[config.mk]
export PLATFORM = sky130hd
export DESIGN_NAME = epaa_decode
export DESIGN_NICKNAME = d
export VERILOG_FILES = /design/src/edge_pair_affinity_accumulator_core_assert.svh /design/src/epaa_pkg.sv /design/src/epaa_decode.sv
export SDC_FILE = /design/constraint.sdc
export NUM_CORES = 1
export LEC_CHECK = 0
export ABC_AREA = 1
export BUFFER_PORTS_ARGS = -buffer_cell sky130_fd_sc_hd__clkbuf_2
export CORE_ASPECT_RATIO = 1.1
export CORE_MARGIN = 10
export CORE_UTILIZATION = 58
export DETAILED_ROUTE_END_ITERATION = 10
export PLACE_DENSITY = 0.83
export SYNTH_ARGS = -nofsm -noshare
export SYNTH_HDL_FRONTEND = slang
export SYNTH_SLANG_ARGS = --single-unit
[constraint.sdc]
create_clock -name vclk -period 5.1
set_input_delay 0.51 -clock vclk [all_inputs]
set_output_delay 0.51 -clock vclk [all_outputs]
set_load 0.02 [all_outputs]
[src/edge_pair_affinity_accumulator_core_assert.svh]
// ----------------------------------------------------------------------------
// Assertion macros for the edge-pair affinity accumulator
// Implication checks on the rising clock edge, disabled while reset is low.
// ----------------------------------------------------------------------------
`ifndef EDGE_PAIR_AFFINITY_ACCUMULATOR_CORE_ASSERT_SVH
`define EDGE_PAIR_AFFINITY_ACCUMULATOR_CORE_ASSERT_SVH
`ifndef SYNTH
// same-cycle implication
`define EPAA_ASSERT_IMP(lbl, clk, rst_n, ante, cons) \
    lbl: assert property (@(posedge clk) disable iff (!(rst_n)) (ante) |-> (cons)) \
        else $error("epaa assertion failed");
// next-cycle implication
`define EPAA_ASSERT_NXT(lbl, clk, rst_n, ante, cons) \
    lbl: assert property (@(posedge clk) disable iff (!(rst_n)) (ante) |=> (cons)) \
        else $error("epaa assertion failed");
`else
`define EPAA_ASSERT_IMP(lbl, clk, rst_n, ante, cons)
`define EPAA_ASSERT_NXT(lbl, clk, rst_n, ante, cons)
`endif
`endif

[src/epaa_pkg.sv]
// ----------------------------------------------------------------------------
// epaa_pkg
// Shared widths, codes and types of the edge-pair affinity accumulator.
// ----------------------------------------------------------------------------
package epaa_pkg;

    localparam int MAX_NODES_DEF = 8;

    localparam int IDX_W     = 3;   // node index in an edge
    localparam int RC_W      = 6;   // read row / column
    localparam int NODE_W    = 4;   // node count register
    localparam int FEAT_W    = 16;  // Q1.15 feature
    localparam int PROD_W    = 32;  // Q2.30 product
    localparam int ACC_W     = 40;  // Q10.30 accumulator
    localparam int ROWC_W    = 8;   // row / column before range cut
    localparam int CFG_IDX_W = 1;

    localparam int S_TDATA_W = 56;
    localparam int S_TUSER_W = 2;
    localparam int M_TDATA_W = 40;
    localparam int M_TUSER_W = 2;

    localparam logic [NODE_W-1:0] NODES_RESET = NODE_W'(8);

    localparam logic [ACC_W-1:0] ACC_MAX = {1'b0, {(ACC_W-1){1'b1}}};
    localparam logic [ACC_W-1:0] ACC_MIN = {1'b1, {(ACC_W-1){1'b0}}};

    // register indexes
    localparam logic [CFG_IDX_W-1:0] CFG_NODES_ONE = 1'b0;
    localparam logic [CFG_IDX_W-1:0] CFG_NODES_TWO = 1'b1;

    typedef enum logic [1:0] {
        REQ_ACC   = 2'd0,
        REQ_READ  = 2'd1,
        REQ_CLEAR = 2'd2
    } t_req;

    typedef enum logic [1:0] {
        ST_OK    = 2'd0,
        ST_RANGE = 2'd1,
        ST_SAT   = 2'd2
    } t_status;

    // decoded request, decode -> core
    typedef struct packed {
        t_req req;
        logic oor;   // index out of range: no store write, range status
    } t_dec;

endpackage

[src/epaa_decode.sv]
// ----------------------------------------------------------------------------
// epaa_decode
// Range checks on node and entry indices and store address generation.
// ----------------------------------------------------------------------------
module epaa_decode #(
    parameter int  MAX_NODES   = epaa_pkg::MAX_NODES_DEF,
    localparam int STORE_DIM   = MAX_NODES * MAX_NODES,
    localparam int STORE_DEPTH = STORE_DIM * STORE_DIM,
    localparam int DIM_W       = $clog2(STORE_DIM),
    localparam int ADDR_W      = $clog2(STORE_DEPTH)
) (
    input  epaa_pkg::t_req                 i_req,
    input  logic [epaa_pkg::IDX_W-1:0]     i_edge_one_from,
    input  logic [epaa_pkg::IDX_W-1:0]     i_edge_one_to,
    input  logic [epaa_pkg::IDX_W-1:0]     i_edge_two_from,
    input  logic [epaa_pkg::IDX_W-1:0]     i_edge_two_to,
    input  logic [epaa_pkg::RC_W-1:0]      i_read_row,
    input  logic [epaa_pkg::RC_W-1:0]      i_read_col,
    input  logic [epaa_pkg::NODE_W-1:0]    i_nodes_one,
    input  logic [epaa_pkg::NODE_W-1:0]    i_nodes_two,
    output epaa_pkg::t_dec                 o_dec,
    output logic [ADDR_W-1:0]              o_addr
);
    import epaa_pkg::*;

    logic [NODE_W-1:0]   n1;
    logic [NODE_W-1:0]   n2;
    logic [2*NODE_W-1:0] nmatch;
    logic                acc_oor;
    logic                read_oor;
    logic [ROWC_W-1:0]   row_acc;
    logic [ROWC_W-1:0]   col_acc;
    logic [ROWC_W-1:0]   row_sel;
    logic [ROWC_W-1:0]   col_sel;
    logic [DIM_W-1:0]    row_cut;
    logic [DIM_W-1:0]    col_cut;
    logic                oor;

    // node counts above MAX_NODES act as MAX_NODES
    assign n1 = ({1'b0, i_nodes_one} > (NODE_W+1)'(MAX_NODES)) ?
                NODE_W'(MAX_NODES) : i_nodes_one;
    assign n2 = ({1'b0, i_nodes_two} > (NODE_W+1)'(MAX_NODES)) ?
                NODE_W'(MAX_NODES) : i_nodes_two;
    assign nmatch = (2*NODE_W)'(n1) * (2*NODE_W)'(n2);

    // range checks
    assign acc_oor = ({1'b0, i_edge_one_from} >= n1) || ({1'b0, i_edge_one_to} >= n1) ||
                     ({1'b0, i_edge_two_from} >= n2) || ({1'b0, i_edge_two_to} >= n2);
    assign read_oor = ((2*NODE_W)'(i_read_row) >= nmatch) ||
                      ((2*NODE_W)'(i_read_col) >= nmatch);

    // row i + a*n1, column j + b*n1
    assign row_acc = ROWC_W'(i_edge_one_from) + ROWC_W'(i_edge_two_from) * ROWC_W'(n1);
    assign col_acc = ROWC_W'(i_edge_one_to)   + ROWC_W'(i_edge_two_to)   * ROWC_W'(n1);

    always_comb begin
        row_sel = row_acc;
        col_sel = col_acc;
        oor     = 1'b0;
        unique case (i_req)
            REQ_ACC: begin
                oor = acc_oor;
            end
            REQ_READ: begin
                row_sel = ROWC_W'(i_read_row);
                col_sel = ROWC_W'(i_read_col);
                oor     = read_oor;
            end
            default: begin
                oor = 1'b0;
            end
        endcase
    end

    // in-range rows and columns are below STORE_DIM
    assign row_cut = DIM_W'(row_sel);
    assign col_cut = DIM_W'(col_sel);

    always_comb begin
        if (oor || (i_req != REQ_ACC && i_req != REQ_READ)) begin
            o_addr = '0;
        end else begin
            o_addr = ADDR_W'(row_cut) * ADDR_W'(STORE_DIM) + ADDR_W'(col_cut);
        end
    end

    assign o_dec.req = i_req;
    assign o_dec.oor = oor;

endmodule

# After elaboration in Yosys (flattened, before gate mapping)
# Cells that the tools add are included.
# word_totals
ff_bits,0
output_inout_bits,15
# op_classes
reduce_logical,8
n_eq_ne,2
muxes,6
add_sub_neg,3
multipliers,3
magnitude_cmp,8
# ops
cell,count
>= comparator 3 x 4 -> 1 bit,4
>= comparator 6 x 8 -> 1 bit,2
adder 12 x 6 -> 12 bit,1
adder 3 x 6 -> 6 bit,2
multiplier 3 x 4 -> 6 bit,2
2-to-1 mux 12 bit,1
2-to-1 mux 6 bit,2
> comparator 4 bit (second input constant),2
multiplier 4 x 4 -> 8 bit,1
2-to-1 mux 4 bit,2
logical OR 1 bit,5
equality test 2 x 1 -> 1 bit (second input constant),1
logical NOT 2 bit,1
!= test 2 x 1 -> 1 bit (second input constant),1
one-hot mux 1 bit (2 select lines),1
nonzero test 2 bit,1
logical AND 1 bit,1

# Depth between registers and ports, before layout
# depth
ltp_word,9
ltp_mapped,22
ltp_nobuf,20

# Worst setup path after synthesis
# OpenSTA, ideal clock, no wires.
# synth_timing
path_kind,input port to output port
start,in i_nodes_one[3] (netlist bit)
end,out o_addr[10]
stages,19
required_time_ns,4.590
t_arrival_ns,4.100
path_slack_ns,0.490
path_cell_list,buf_2 -> inv_2 -> a21oi_1 -> nor2_1 -> nand3_1 -> fa_1 -> inv_1 -> fa_1 -> inv_1 -> fa_1 -> xor2_1 -> ha_1 -> a211o_1 -> a21oi_1 -> nand3_1 -> nand2_2 -> nand3_2 -> buf_6 -> nor2_2
# synth_via
elab_chain_cells,9
elab_cells_between_ends,21
# synth_rtl
item,line,rtl
"start, declared",epaa_decode.sv:19,"input logic [epaa_pkg::NODE_W-1:0] i_nodes_one,"
> comparator 4 bit,epaa_decode.sv:40,"assign n1 = ({1'b0, i_nodes_one} > (NODE_W+1)'(MAX_NODES)) ?"
2-to-1 mux 4 bit (*),epaa_decode.sv:40,
branches (longest 6 deep; another with adder 12 x 6 -> 12 bit),-,
2-to-1 mux 12 bit (*),epaa_decode.sv:80,if (oor || (i_req != REQ_ACC && i_req != REQ_READ)) begin
"end, declared",epaa_decode.sv:22,output logic [ADDR_W-1:0] o_addr
# Mark *: on every way between the ends.

# Worst setup path after layout
# layout_timing
start,in i_nodes_one[3] (netlist bit)
end,out o_addr[7]
# Same word-level chain as after synthesis.

==> impl_metrics.csv <==
group,metric,value,unit
grt,antenna_found_initial,0,
drt,via_per_inst,4.97,
worst_setup_path,cpLargestDelayFamily,"adder cells",
grt,grt_pass1_wl,8070,um
yosys,avgSynthCellArea,6.62,um^2
final_layout,fillCellCount,316,
sta,clock.fmax,209,MHz
final_layout,layout.nets,465,
min_path,min_from,"i_req[1]",
floorplan,die_h,82.7,um
worst_setup_path,worstSetupPathType,"in -> out",
worst_setup_path,end_kind,"primary output",
worst_setup_path,critical_path.cell_chain,"clkbuf_2 -> inv_2 -> a21oi_1 -> nor2_2 -> buf_4 -> inv_2 -> nor2_1 -> fa_1 -> ha_1 -> ha_1 -> nand3_1 -> nand3_2 -> xor2_2 -> ha_1 -> a211o_1 -> a21oi_1 -> nand3_1 -> nand2_2 -> nand3_4 -> nor2_2 -> clkbuf_2",
drt,drt_first_iter_violations,64,
sta,max_slew_margin,71.2,%
worst_setup_path,startpoint,"i_nodes_one[3]",
worst_setup_path,path_buf_inv,5,
floorplan,rows,22,
pwr,vdd_drop_max,0.0000519,V
job,cap_viol_max_count,0,
run_status,status,"finished clean",
yosys,synthTopCellsByArea,"ha_1 34%, inv_1 12%, nand2_1 12%",
worst_setup_path,slowest_stage,"fa_1",
worst_setup_path,cp_data_required_time,4590,ps
floorplan,io-pin-count,49,
clock_tree,ctsHoldBuffers,0,
placed_design,port_buffers,49,
floorplan,coreArea,3390,um^2
sta,period_minus_slack,4780,ps
drt,wl_met3,219,um
pwr,power_density,96.4,nW/um^2
final_layout,multi_input_area,1790,um^2
drt,drt_pass1_iterations,4,
yosys,seq_area_frac_synth,0,%
drt,wl_met1,2030,um
sta,worstMarginPinSlew,432,ps
final_layout,seq_area,0,um^2
drt,drtAntennaViolNets,0,
drt,drc,0,
drt,dr_total_vias,2033,
final_layout,clkbuf_count,0,
pwr,leakage,1.51,nW
yosys,syn_nets,415,
yosys,syn_inst,313,
sta,fin_setup_tns,0,ps
placed_design,dp_hpwl,4310,um
grt,grt_overflow,0,
worst_setup_path,cp-start-kind,"input port",
yosys,ys_types,28,
worst_setup_path,crit_top_cell,"ha_1",
drt,wl_per_cell,11.6,um
sta,post-route-period-util,93.7,%
yosys,synth_area,2070,um^2
drt,routed_wl,4750,um
final_layout,drive_gt1_share,21.1,%
final_layout,seq_cell_count,0,
worst_setup_path,crit_path_max_incr_delay,480,ps
final_layout,syn2layout_area_growth,16.0,%
drt,wl_met2,2440,um
placed_design,place.gp.congestion,0.903,
floorplan,dieArea,6360,um^2
worst_setup_path,crit_path_max_fanout,10,
sta,holdWs,1280,ps
final_layout,diodes,0,
grt,grt_max_degree,14,
yosys,netlist_top_cells_count,"68 x inv_1, 65 x nand2_1, 56 x ha_1, 36 x nor2_1, 12 x fa_1",
sta,slew_violations,0,
yosys,synth_warnings,0,
yosys,synthMostInstantiatedCell,"inv_1",
grt,gr-usage-all-layers,14.4,%
sta,hold_violations,0,
sta,setup_viol,0,
yosys,yosysTopAreaCellShare,33.8,%
yosys,yosys.area.top_type,"ha_1",
worst_setup_path,arrival,4270,ps
min_path,hold_class,"in -> out",
grt,grt_pass1_vias,1995,
floorplan,die_w,77.0,um
floorplan,start_util,61.2,%
drt,top_layer,"met4",
cell type report:
| cell class | instances | share of cell area, % |
|---|---|---|
| inverter | 73 | 11.4 |
| tap | 48 | 2.50 |
| timing repair buffer | 53 | 11.5 |
| multi-input combinational | 235 | 74.6 |
power breakdown:
group / internal, W / switching [W] / leakage (nW)
Clock: 0 / 0 / 0
Sequential: 0 / 0 / 0
Combinational: 0.0000918 / 0.000140 / 1.51
Total: 0.0000918 / 0.000140 / 1.51
final timing paths:
path | to | cells after the start | slack, ps
max | o_addr[7] | 21 | 320
min | o_dec[2] | 2 | 1280
layout by cell type (no fill, tap or decap):
cell type / count
a211o_1: 1
a211oi_1: 4
a21boi_1: 2
a21oi_1: 5
a21oi_2: 1
and2_1: 1
buf_4: 4
clkbuf_2: 49
clkinv_1: 1
fa_1: 12
ha_1: 56
inv_1: 68
inv_2: 4
mux2i_1: 2
nand2_1: 65
nand2_2: 1
nand3_1: 8
nand3_2: 2
nand3_4: 2
nand3b_1: 1
nor2_1: 34
nor2_2: 12
o21ai_0: 8
o21ai_1: 6
o21bai_1: 1
xnor2_1: 2
xor2_1: 8
xor2_2: 1
cell families after synthesis:
family                     Yosys count  synth area share (%)
buffers and inverters               79                  15.3
AOI/OAI and AO/OA                   28                  7.98
muxes                                2                 0.967
and+or+nand+nor                    125                  25.7
adders and majority gates           68                  45.4
xor gates and xnor gates            11                  4.65
routing by layer:
metal	up-vias	track usage, %
met5	-	0
met1	913	17.0
met4	0	0.547
met3	7	1.62
li1	1063	-
met2	50	28.9
stage by stage:
stage	power, W	utilization (%)	worst slack (ps)	instance area, um^2	instances
after global placement	0.000222	69.6	178	2360	407
after CTS	0.000229	69.6	32.3	2360	407
after detailed placement	0.000227	69.6	40.1	2360	407
after global routing	0.000269	70.9	-42.2	2400	409
after floorplan	0.000164	-	490	2070	313
final	0.000231	70.9	322	2400	409
repair_timing:
action | in CTS | in global routing
setup endpoints to repair | 0 | 12
resized for setup | 0 | 5
buffers inserted | 0 | 1
(Power assumes the default switching activity.)
